**src/design/brop_pkg.sv**
```systemverilog
package brop_pkg;

    // Display geometry.
    localparam int DISPLAY_WIDTH = 128;
    localparam int PAGE_ROWS     = 8;
    localparam int NUM_GROUPS    = DISPLAY_WIDTH / 8;

    // Field widths.
    localparam int PIXEL_W   = 8;
    localparam int GROUP_W   = 64;
    localparam int INDEX_W   = 4;
    localparam int PAGE_W    = 3;
    localparam int STORE_W   = 56;
    localparam int RB_W      = 5;
    localparam int IH_W      = 7;
    localparam int PL_W      = 4;
    localparam int ROW_W     = 3;
    localparam int PCOUNT_W  = 4;

    // Configuration port.
    localparam int APB_ADDR_W = 4;
    localparam int APB_DATA_W = 32;

    localparam logic [1:0] REG_ROW_BYTES    = 2'd0;
    localparam logic [1:0] REG_IMAGE_HEIGHT = 2'd1;
    localparam logic [1:0] REG_PAGE_LIMIT   = 2'd2;
    localparam logic [1:0] REG_START_PAGE   = 2'd3;

    localparam logic [RB_W-1:0]   ROW_BYTES_RESET    = RB_W'(NUM_GROUPS);
    localparam logic [IH_W-1:0]   IMAGE_HEIGHT_RESET = IH_W'(64);
    localparam logic [PL_W-1:0]   PAGE_LIMIT_RESET   = PL_W'(8);
    localparam logic [PAGE_W-1:0] START_PAGE_RESET   = PAGE_W'(7);

    localparam logic [INDEX_W-1:0] LAST_GROUP = INDEX_W'(NUM_GROUPS - 1);

    // Row r of the input, bit (7-j), becomes column j, bit (7-r).
    function automatic logic [GROUP_W-1:0] transpose(input logic [GROUP_W-1:0] rows);
        logic [GROUP_W-1:0] res;
        res = '0;
        for (int j = 0; j < 8; j++) begin
            for (int r = 0; r < 8; r++) begin
                res[8*j + (7-r)] = rows[8*r + (7-j)];
            end
        end
        return res;
    endfunction

endpackage

```
**src/design/bitmap_rows_to_oled_pages_top.sv**
```systemverilog
// A result is registered and appears on the m_ side in the cycle after the pixel byte request that causes it.
// Throughput: one pixel byte per cycle while the output slot is free; after the last byte k of a row that
// completes a page, input is held off while zero groups k+1..NUM_GROUPS-1 are sent.
// Reset (aresetn low, synchronous) returns the registers to their defaults, empties the row
// store through its valid bits, clears all counters and the output valid flag, and holds
// s_tready low.
module bitmap_rows_to_oled_pages_top (
    input  logic                               aclk,
    input  logic                               aresetn,
    // Input stream, tdata: pixel_byte[7:0].
    input  logic                               s_tvalid,
    output logic                               s_tready,
    input  logic [7:0]                         s_tdata,
    // Result stream, tdata: column_group[63:0].
    output logic                               m_tvalid,
    input  logic                               m_tready,
    output logic [63:0]                        m_tdata,
    // tuser: group_index[3:0], page[6:4].
    output logic [6:0]                         m_tuser,
    // tlast carries page_last.
    output logic                               m_tlast,
    // Configuration port.
    input  logic                               psel,
    input  logic                               penable,
    input  logic                               pwrite,
    input  logic [brop_pkg::APB_ADDR_W-1:0]    paddr,
    input  logic [brop_pkg::APB_DATA_W-1:0]    pwdata,
    output logic [brop_pkg::APB_DATA_W-1:0]    prdata,
    output logic                               pready
);
    import brop_pkg::*;

    // Configuration registers, kept unsaturated as written (field bits only) so that reads return them.
    logic [RB_W-1:0]   row_bytes_reg;
    logic [IH_W-1:0]   image_height_reg;
    logic [PL_W-1:0]   page_limit_reg;
    logic [PAGE_W-1:0] start_page_reg;

    // Row store: rows 0..6 of the current page, one entry per byte position in the row.
    // An entry whose valid bit is clear reads as zero, so clearing the valid bits empties the whole
    // store at the end of a page.
    logic [STORE_W-1:0]    store_reg [NUM_GROUPS];
    logic [NUM_GROUPS-1:0] valid_reg;

    // Position counters.
    logic [ROW_W-1:0]    row_in_page_reg;
    logic [INDEX_W-1:0]  byte_in_row_reg;
    logic [PCOUNT_W-1:0] page_count_reg;
    logic [IH_W-1:0]     rows_seen_reg;
    logic                finished_reg;

    // Zero-fill sequencer for the groups after the last byte of a flushed row.
    logic                fill_active_reg;
    logic [INDEX_W-1:0]  fill_k_reg;
    logic [PAGE_W-1:0]   fill_page_reg;

    // Output register.
    logic                m_valid_reg;
    logic [GROUP_W-1:0]  m_data_reg;
    logic [INDEX_W-1:0]  m_index_reg;
    logic [PAGE_W-1:0]   m_page_reg;
    logic                m_last_reg;

    logic cfg_write;
    logic [1:0] cfg_index;

    logic [RB_W-1:0]     rb_sat;
    logic [IH_W-1:0]     ih_sat;
    logic [PL_W-1:0]     pl_sat;
    logic                slot_free;
    logic                accept;
    logic                active;
    logic                row_end;
    logic                last_row;
    logic                flush;
    logic [STORE_W-1:0]  store_base;
    logic [GROUP_W-1:0]  shifted;
    logic [GROUP_W-1:0]  rows;
    logic [PAGE_W-1:0]   cur_page;
    logic [PCOUNT_W-1:0] page_count_next;

    // ------------------------------------------------------------------
    // Configuration port. Writes complete in the access phase; pready is tied high.
    // ------------------------------------------------------------------
    assign pready    = 1'b1;
    assign cfg_write = psel && penable && pwrite && pready;
    assign cfg_index = paddr[3:2];

    always_comb begin
        prdata = '0;
        unique case (cfg_index)
            REG_ROW_BYTES:    prdata = APB_DATA_W'(row_bytes_reg);
            REG_IMAGE_HEIGHT: prdata = APB_DATA_W'(image_height_reg);
            REG_PAGE_LIMIT:   prdata = APB_DATA_W'(page_limit_reg);
            REG_START_PAGE:   prdata = APB_DATA_W'(start_page_reg);
            default:          prdata = '0;
        endcase
    end

    always_ff @(posedge aclk) begin
        if (!aresetn) begin
            row_bytes_reg    <= ROW_BYTES_RESET;
            image_height_reg <= IMAGE_HEIGHT_RESET;
            page_limit_reg   <= PAGE_LIMIT_RESET;
            start_page_reg   <= START_PAGE_RESET;
        end else if (cfg_write) begin
            unique case (cfg_index)
                REG_ROW_BYTES:    row_bytes_reg    <= pwdata[RB_W-1:0];
                REG_IMAGE_HEIGHT: image_height_reg <= pwdata[IH_W-1:0];
                REG_PAGE_LIMIT:   page_limit_reg   <= pwdata[PL_W-1:0];
                REG_START_PAGE:   start_page_reg   <= pwdata[PAGE_W-1:0];
                default:          ;
            endcase
        end
    end

    // Out-of-range register values saturate into their legal ranges.
    always_comb begin
        rb_sat = row_bytes_reg;
        if (row_bytes_reg == '0) begin
            rb_sat = RB_W'(1);
        end else if (row_bytes_reg > RB_W'(NUM_GROUPS)) begin
            rb_sat = RB_W'(NUM_GROUPS);
        end
        ih_sat = image_height_reg;
        if (image_height_reg == '0) begin
            ih_sat = IH_W'(1);
        end else if (image_height_reg > IH_W'(64)) begin
            ih_sat = IH_W'(64);
        end
        pl_sat = page_limit_reg;
        if (page_limit_reg == '0) begin
            pl_sat = PL_W'(1);
        end else if (page_limit_reg > PL_W'(8)) begin
            pl_sat = PL_W'(8);
        end
    end

    // ------------------------------------------------------------------
    // Request decode. The output slot is free when empty or being drained this cycle;
    // input is held off during reset and while zero groups are being sent.
    // ------------------------------------------------------------------
    assign slot_free = !m_valid_reg || m_tready;
    assign s_tready  = aresetn && slot_free && !fill_active_reg;
    assign accept    = s_tvalid && s_tready;

    // Once finished or past the page limit, bytes are taken and dropped.
    assign active   = !finished_reg && (page_count_reg < PCOUNT_W'(pl_sat));
    assign row_end  = ({1'b0, byte_in_row_reg} >= (rb_sat - RB_W'(1)));
    assign last_row = ({1'b0, rows_seen_reg} + 8'd1) >= {1'b0, ih_sat};
    assign flush    = (row_in_page_reg == ROW_W'(PAGE_ROWS - 1)) || last_row;

    assign store_base = valid_reg[byte_in_row_reg] ? store_reg[byte_in_row_reg] : '0;
    assign shifted    = GROUP_W'(s_tdata) << {row_in_page_reg, 3'b000};
    assign rows       = {{(GROUP_W-STORE_W){1'b0}}, store_base} | shifted;
    assign cur_page   = start_page_reg - page_count_reg[PAGE_W-1:0];
    assign page_count_next = page_count_reg + PCOUNT_W'(1);

    // ------------------------------------------------------------------
    // Row store and position counters.
    // ------------------------------------------------------------------
    always_ff @(posedge aclk) begin
        if (accept && active && !flush) begin
            store_reg[byte_in_row_reg] <= rows[STORE_W-1:0];
        end
    end

    always_ff @(posedge aclk) begin
        if (!aresetn) begin
            valid_reg       <= '0;
            row_in_page_reg <= '0;
            byte_in_row_reg <= '0;
            page_count_reg  <= '0;
            rows_seen_reg   <= '0;
            finished_reg    <= 1'b0;
        end else if (accept && active) begin
            if (!flush) begin
                valid_reg[byte_in_row_reg] <= 1'b1;
            end
            if (row_end) begin
                byte_in_row_reg <= '0;
                rows_seen_reg   <= rows_seen_reg + IH_W'(1);
                if (flush) begin
                    valid_reg       <= '0;
                    row_in_page_reg <= '0;
                    page_count_reg  <= page_count_next;
                    if (last_row || (page_count_next >= PCOUNT_W'(pl_sat))) begin
                        finished_reg <= 1'b1;
                    end
                end else begin
                    row_in_page_reg <= row_in_page_reg + ROW_W'(1);
                end
            end else begin
                byte_in_row_reg <= byte_in_row_reg + INDEX_W'(1);
            end
        end
    end

    // ------------------------------------------------------------------
    // Zero-fill sequencer: started by the last byte of a flushed row that is not the
    // last group of the display, it walks the remaining group indexes one per cycle while the output slot is free.
    // ------------------------------------------------------------------
    always_ff @(posedge aclk) begin
        if (!aresetn) begin
            fill_active_reg <= 1'b0;
            fill_k_reg      <= '0;
            fill_page_reg   <= '0;
        end else if (accept) begin
            if (active && flush && row_end && (byte_in_row_reg != LAST_GROUP)) begin
                fill_active_reg <= 1'b1;
                fill_k_reg      <= byte_in_row_reg + INDEX_W'(1);
                fill_page_reg   <= cur_page;
            end
        end else if (fill_active_reg && slot_free) begin
            if (fill_k_reg == LAST_GROUP) begin
                fill_active_reg <= 1'b0;
            end else begin
                fill_k_reg <= fill_k_reg + INDEX_W'(1);
            end
        end
    end

    // ------------------------------------------------------------------
    // Output register. A flushed byte loads a transposed group; the sequencer loads
    // zero groups. The two never compete because input is held off during a fill.
    // ------------------------------------------------------------------
    always_ff @(posedge aclk) begin
        if (!aresetn) begin
            m_valid_reg <= 1'b0;
        end else if (accept && active && flush) begin
            m_valid_reg <= 1'b1;
        end else if (fill_active_reg && slot_free) begin
            m_valid_reg <= 1'b1;
        end else if (m_tready) begin
            m_valid_reg <= 1'b0;
        end
    end

    always_ff @(posedge aclk) begin
        if (accept && active && flush) begin
            m_data_reg  <= transpose(rows);
            m_index_reg <= byte_in_row_reg;
            m_page_reg  <= cur_page;
            m_last_reg  <= row_end && (byte_in_row_reg == LAST_GROUP);
        end else if (fill_active_reg && slot_free) begin
            m_data_reg  <= '0;
            m_index_reg <= fill_k_reg;
            m_page_reg  <= fill_page_reg;
            m_last_reg  <= (fill_k_reg == LAST_GROUP);
        end
    end

    assign m_tvalid = m_valid_reg;
    assign m_tdata  = m_data_reg;
    assign m_tuser  = {m_page_reg, m_index_reg};
    assign m_tlast  = m_last_reg;

    // ------------------------------------------------------------------
    // Assertions.
    // ------------------------------------------------------------------
    a_no_input_during_fill: assert property (@(posedge aclk) disable iff (!aresetn)
        fill_active_reg |-> !s_tready)
        else $error("input request taken while zero groups are pending");

    a_fill_index_nonzero: assert property (@(posedge aclk) disable iff (!aresetn)
        fill_active_reg |-> (fill_k_reg != '0))
        else $error("zero-fill sequencer started at group zero");

    a_finished_at_page_start: assert property (@(posedge aclk) disable iff (!aresetn)
        finished_reg |-> (row_in_page_reg == '0) && (byte_in_row_reg == '0))
        else $error("finished with a partial row or page");

    a_page_count_bound: assert property (@(posedge aclk) disable iff (!aresetn)
        page_count_reg <= PCOUNT_W'(8))
        else $error("page count beyond the page limit range");

    a_fill_ends_page: assert property (@(posedge aclk) disable iff (!aresetn)
        (fill_active_reg && slot_free && (fill_k_reg == LAST_GROUP)) |=>
            m_valid_reg && m_last_reg && !fill_active_reg)
        else $error("final zero group did not close the page");

endmodule

```
**config.mk**
```make
export PLATFORM = sky130hd
export DESIGN_NAME = bitmap_rows_to_oled_pages_top
export DESIGN_NICKNAME = d
export VERILOG_FILES = /design/src/design/brop_pkg.sv /design/src/design/bitmap_rows_to_oled_pages_top.sv
export SDC_FILE = /design/constraint.sdc
export NUM_CORES = 1
export LEC_CHECK = 0
export BUFFER_PORTS_ARGS = -buffer_cell sky130_fd_sc_hd__buf_2
export CAP_MARGIN = 30
export CORE_MARGIN = 2
export CORE_UTILIZATION = 50
export DETAILED_ROUTE_END_ITERATION = 8
export PLACE_DENSITY = 0.66
export SETUP_SLACK_MARGIN = 0.02
export SLEW_MARGIN = 20
export SYNTH_ARGS = -nofsm -noshare
export SYNTH_HDL_FRONTEND = slang
export SYNTH_SLANG_ARGS = --single-unit
```
**constraint.sdc**
```tcl
create_clock -name aclk -period 7.8 [get_ports aclk]
set_clock_uncertainty 0.15 [all_clocks]
set_input_delay 1.56 -clock aclk [delete_from_list [all_inputs] [get_ports aclk]]
set_output_delay 1.56 -clock aclk [all_outputs]
set_load 0.03 [all_outputs]
```
# After elaboration in Yosys (flattened, before gate mapping)
# Memories as Yosys holds them, arrays and structs flattened. A register that Yosys moved wholly into a read port is not among the register bits.
# Index checks and enable logic that the tools add are counted.
[totals] ff_bits=135 mem_bits_rw=896 in_bits=51 out_inout_bits=107 wordCells=128 memories=1
[memory_table] name="store_reg" depth=16 width=56 rd=1 rd_clocked_by_memory_dff=1 write_ports=1 line="bitmap_rows_to_oled_pages_top.sv:42" source="logic [STORE_W-1:0] store_reg [NUM_GROUPS];"
[classes] n_addsub=8 n_lt_le_gt_ge=9 eq_ne=9 shift=1 mux=40 n_bitwise=2 n_reduce_logical=40
[ops] operator="64-bit two-way mux" n=2
[ops] operator="32-bit one-hot mux with 4 select lines" n=1
[ops] operator="56-bit by 64-bit bitwise OR with 64-bit output" n=1
[ops] operator="8-bit by 6-bit left shift with 64-bit output" n=1
[ops] operator="56-bit two-way mux" n=1
[ops] operator="16-bit two-way mux" n=3
[ops] operator="4-bit two-way mux" n=11
[ops] operator="16-bit bitwise OR" n=1
[ops] operator="1-bit logical AND" n=15
[ops] operator="7-bit two-way mux" n=2
[ops] operator="1-bit two-way mux" n=13
[ops] operator="4-bit by 1-bit adder with 4-bit output, second input constant" n=3
[ops] operator="2-bit AND reduction" n=6
[ops] operator="5-bit two-way mux" n=2
[ops] operator="3-bit two-way mux" n=3
[ops] operator="3-bit AND reduction" n=3
[ops] operator="7-bit by 1-bit adder with 8-bit output, second input constant" n=1
[ops] operator="4-bit == test, second input constant" n=2
[ops] operator="8-bit by 7-bit >= comparator with 1-bit output" n=1
[ops] operator="7-bit by 1-bit adder with 7-bit output, second input constant" n=1
[ops] operator="7-bit > comparator, second input constant" n=1
[ops] operator="7-bit zero test" n=1
[ops] operator="2-bit nonzero test" n=3
[ops] operator="4-bit by 5-bit >= comparator with 1-bit output" n=1
[ops] operator="24 further kinds" n=30

# Depth between registers and ports, before layout
[depth] word_depth=10 ltp_mapped=13 ltp_nobuf=11

# Worst setup path after synthesis
# Ideal clock, no wire load.
[synth_path] path_kind="in2reg" startpoint="in aresetn" endpoint="mem store_reg[15][0], enable pin" setup_time_ps=611 arrival_ps=7506 path_slack_ps=-467 stages=4 path_buffers=0 cell_sequence="nor2b_1 > and3_1 > nand2_1 > nor4_1"
[synth_via] elab_chain_len=7
[synth_rtl] item="start, declared" line="bitmap_rows_to_oled_pages_top.sv:9" source="input logic aresetn,"
[synth_rtl] item="1-bit logical AND (2 in series)" line="bitmap_rows_to_oled_pages_top.sv:144" source="assign s_tready = aresetn && slot_free && !fill_active_reg;"
[synth_rtl] item="1-bit logical AND" line="bitmap_rows_to_oled_pages_top.sv:145" source="assign accept = s_tvalid && s_tready;"
[synth_rtl] item="1-bit logical AND (2 in series)" line="bitmap_rows_to_oled_pages_top.sv:163" source="if (accept && active && !flush) begin"
[synth_rtl] item="1-bit two-way mux" line="bitmap_rows_to_oled_pages_top.sv:163"
[synth_rtl] item="1-bit two-way mux (implied by the code)" line="bitmap_rows_to_oled_pages_top.sv:164" source="store_reg[byte_in_row_reg] <= rows[STORE_W-1:0];"
[synth_rtl] item="end, declared" line="bitmap_rows_to_oled_pages_top.sv:42"
# Every way passes these cells.

# Worst setup path in the final report
[layout_path] startpoint="in aresetn" endpoint="out s_tready"
[layout_via] elab_chain_len=2
[layout_rtl] item="1-bit logical AND (2 in series)" line="bitmap_rows_to_oled_pages_top.sv:144"
[layout_rtl] item="end, declared" line="bitmap_rows_to_oled_pages_top.sv:12" source="output logic s_tready,"
# Every way passes these cells.

==> impl_metrics.toml <==
[run_status]
outcome = "finished, final reports clean"

[power]
switchingPower_uw = 2350
p_leak_uw = 0.0151
p_per_area_nw_per_um2 = 247
comb_power_share_pct = 3.7
seqPwrFrac_pct = 53.6
intPower_uw = 9060
p_clk_share_pct = 42.7
ir_worst_vdd_v = 0.000169
sw_frac_of_total_pct = 20.6

[grt]
grt_usage_pct = 21.6
grt_pass1_vias = 21400
grt_max_degree = 128
antenna_found_initial = 1
grt_pass1_wl_mm = 136
gr-total-overflow = 0

[synth]
yosysMostFrequentCell = "edfxtp_1"
synth_area_um2 = 41200
ys.flop_type = "edfxtp_1"
synth_seq_cells = 1035
avgSynthCellArea_um2 = 19.6
yosysSeqAreaShare_pct = 73.8
syn_inst = 2104
synthTopCellsByArea = "edfxtp_1 (71%), mux4_2 (13%), dfxtp_1 (3.3%), mux2i_1 (1.9%), nor2b_1 (1.8%)"
yosys.area.top_type = "edfxtp_1"
netlist_top_cells_count = "edfxtp_1 (968), mux4_2 (231), nor2b_1 (121), nand2_1 (101), mux2i_1 (80)"
yosys.cell_types.count = 53
async_reset_ff_share_pct = 0
ys_warn_count = 0
synth_top_area_share_pct = 70.5
synth_edf_count = 968

[cells_and_area]
largest_reg_flops = 896
drive_above_1_share_pct = 23.5
antenna_cells = 0
nets = 2317
num-fill-cells = 6072
area_growth_syn_to_layout_pct = 12.2

[worst_setup_path]
cp.arrival_ns = 3.22
worstSetupPathType = "primary input to output port"
crit_fanout = 22
start_kind = "primary input"
end_kind = "output port"
required_ns = 6.09

[clock_network]
worstSkewPairLatency_ns = 0.66
holdBufCountCts = 0
tritoncts.num_buffers = 106
htree_levels = 3
path_clk_slew_ns = 0.06
cts.sinks = 1035
cts_tree = "done"
cts_resized = 0
clock_path_buffers = 3
root_buffer = "clkbuf_16"
post_cts_buffers = 0

[place]
gp_congestion = 0.784
preCtsSetupSlack_ns = 2.74
portBuffers = 104
dpl.hpwl_mm = 47.2

[timing]
max_slew_margin_pct = 35.5
fmax_ghz = 0.203
fin_setup_tns_ns = 0
period_needed_ns = 4.93
timing_hold_violations_final = 0
tightest_slew_ns = 0.960
rsz0062_at_grt = "false"
slew_violations = 0
setup_violations = 0
post-route-period-util_pct = 63.1
setup_ws_ns = 2.87

[detailed_routing]
drtAntennaViolNets = 0
drc = 0
wire_per_inst_um = 26.8
totalWireLength_mm = 91.0
vias = 20500
dr.pass1.iters = 5
vias_per_cell = 6.04
drt-initial-drc-count = 1801

[floorplan]
die_w_um = 291
rows = 105
die_area_um2 = 84800
core_area_um2 = 81800
io_pins = 158
die_h_um = 291
start_util_pct = 50.4

[worst_hold_path]
min_path_type = "register to register"

[job]
timing.max_cap.violations = 0
-- final cells by class --
| type | count | area (µm²) | area share, % |
|---|---|---|---|
| clock buffers | 134 | 2840 | 6.13 |
| clock inverters | 59 | 505 | 1.09 |
| inverters | 10 | 37.5 | 0.0811 |
| multi-input cells | 937 | 10200 | 22.0 |
| flip-flops and latches | 1035 | 30400 | 65.8 |
| well taps | 1070 | 1340 | 2.89 |
| repair buffers | 145 | 933 | 2.02 |
-- power by group through the flow --
stage | clock network [µW] | logic (µW) | registers (µW)
2_1_floorplan | 0 | 336 | 6220
5_1_grt | 5180 | 463 | 6120
6_report | 4870 | 427 | 6120
3_3_place_gp | 0 | 409 | 6230
3_5_place_dp | 0 | 429 | 6230
4_1_cts | 4950 | 430 | 6120
-- kinds of logic (layout without fill, tap and decap cells) --
logic type | after synthesis | after routing | share of synthesized area, %
XOR/XNOR | 18 | 18 | 0.382
multiplexers | 313 | 313 | 14.6
buffers and inverters | 156 | 348 | 2.03
adder cells (fa/ha/maj) | 31 | 31 | 0.959
flip-flops | 1035 | 1035 | 73.8
AO/OA/AOI/OAI | 185 | 185 | 3.68
AND/OR/NAND/NOR | 364 | 364 | 4.55
other | 2 | 26 | 0.0182
-- path summary, 6_finish.rpt --
| check | from | end | slack (ns) | cells after the start |
|---|---|---|---|---|
| hold / removal | finished_reg | finished_reg | 0.31 | 1 |
| setup / recovery | aresetn | s_tready | 2.87 | 4 |
| hold reg to reg | finished_reg | finished_reg | 0.31 | 1 |
| setup reg to reg | rows_seen_reg[0] | store_reg[7][5] | 3.50 | 12 |
-- through the flow --
stage | hold WS (ns) | area [µm²] | power (µW) | utilization, % | cells
3_3_place_gp | 0.292 | 42800 | 6640 | 52.3 | 3191
3_5_place_dp | 0.304 | 42900 | 6660 | 52.4 | 3196
6_report | 0.314 | 46300 | 11400 | 56.5 | 3390
4_1_cts | 0.318 | 46200 | 11500 | 56.5 | 3389
2_1_floorplan | 0.282 | 41300 | 6560 | - | 2128
5_1_grt | 0.332 | 46300 | 11800 | 56.5 | 3390
-- metal layers --
| metal | routed length, µm | up-vias | track usage, % | part of all wire, % |
|---|---|---|---|---|
| li1 | - | 8803 | - | - |
| met1 | 37800 | 10800 | 29.3 | 41 |
| met2 | 45900 | 718 | 36.7 | 50 |
| met3 | 5580 | 124 | 3.54 | 6.1 |
| met4 | 1710 | 2 | 5.40 | 1.9 |
| met5 | 16 | - | 0 | 0.018 |
-- critical path, cell delays in order --
cell	delay, ns
buf_2	0.38
clkinv_1	0.66
nor3_1	0.36
buf_2	0.24
-- placed cells by master (no fill, tap or decap), types with 6 or more instances in the layout --
master,instances
xor2_1,7
clkinv_2,12
a31oi_1,15
buf_2,104
nand2_1,99
nor2_1,59
clkbuf_1,23
nor3b_1,6
o21ai_0,13
and3_4,15
inv_1,8
buf_4,34
nand3_1,12
a211o_1,58
bufinv_16,7
clkbuf_16,109
a32o_1,56
ha_1,30
clkinv_1,30
o211ai_1,7
mux2i_1,80
nor3_1,9
conb_1,26
a21oi_1,14
and2_1,13
xnor2_1,11
mux4_2,231
dfxtp_1,63
edfxtp_1,968
nor2b_1,121
No activity file was read; power rests on OpenSTA's default activity.
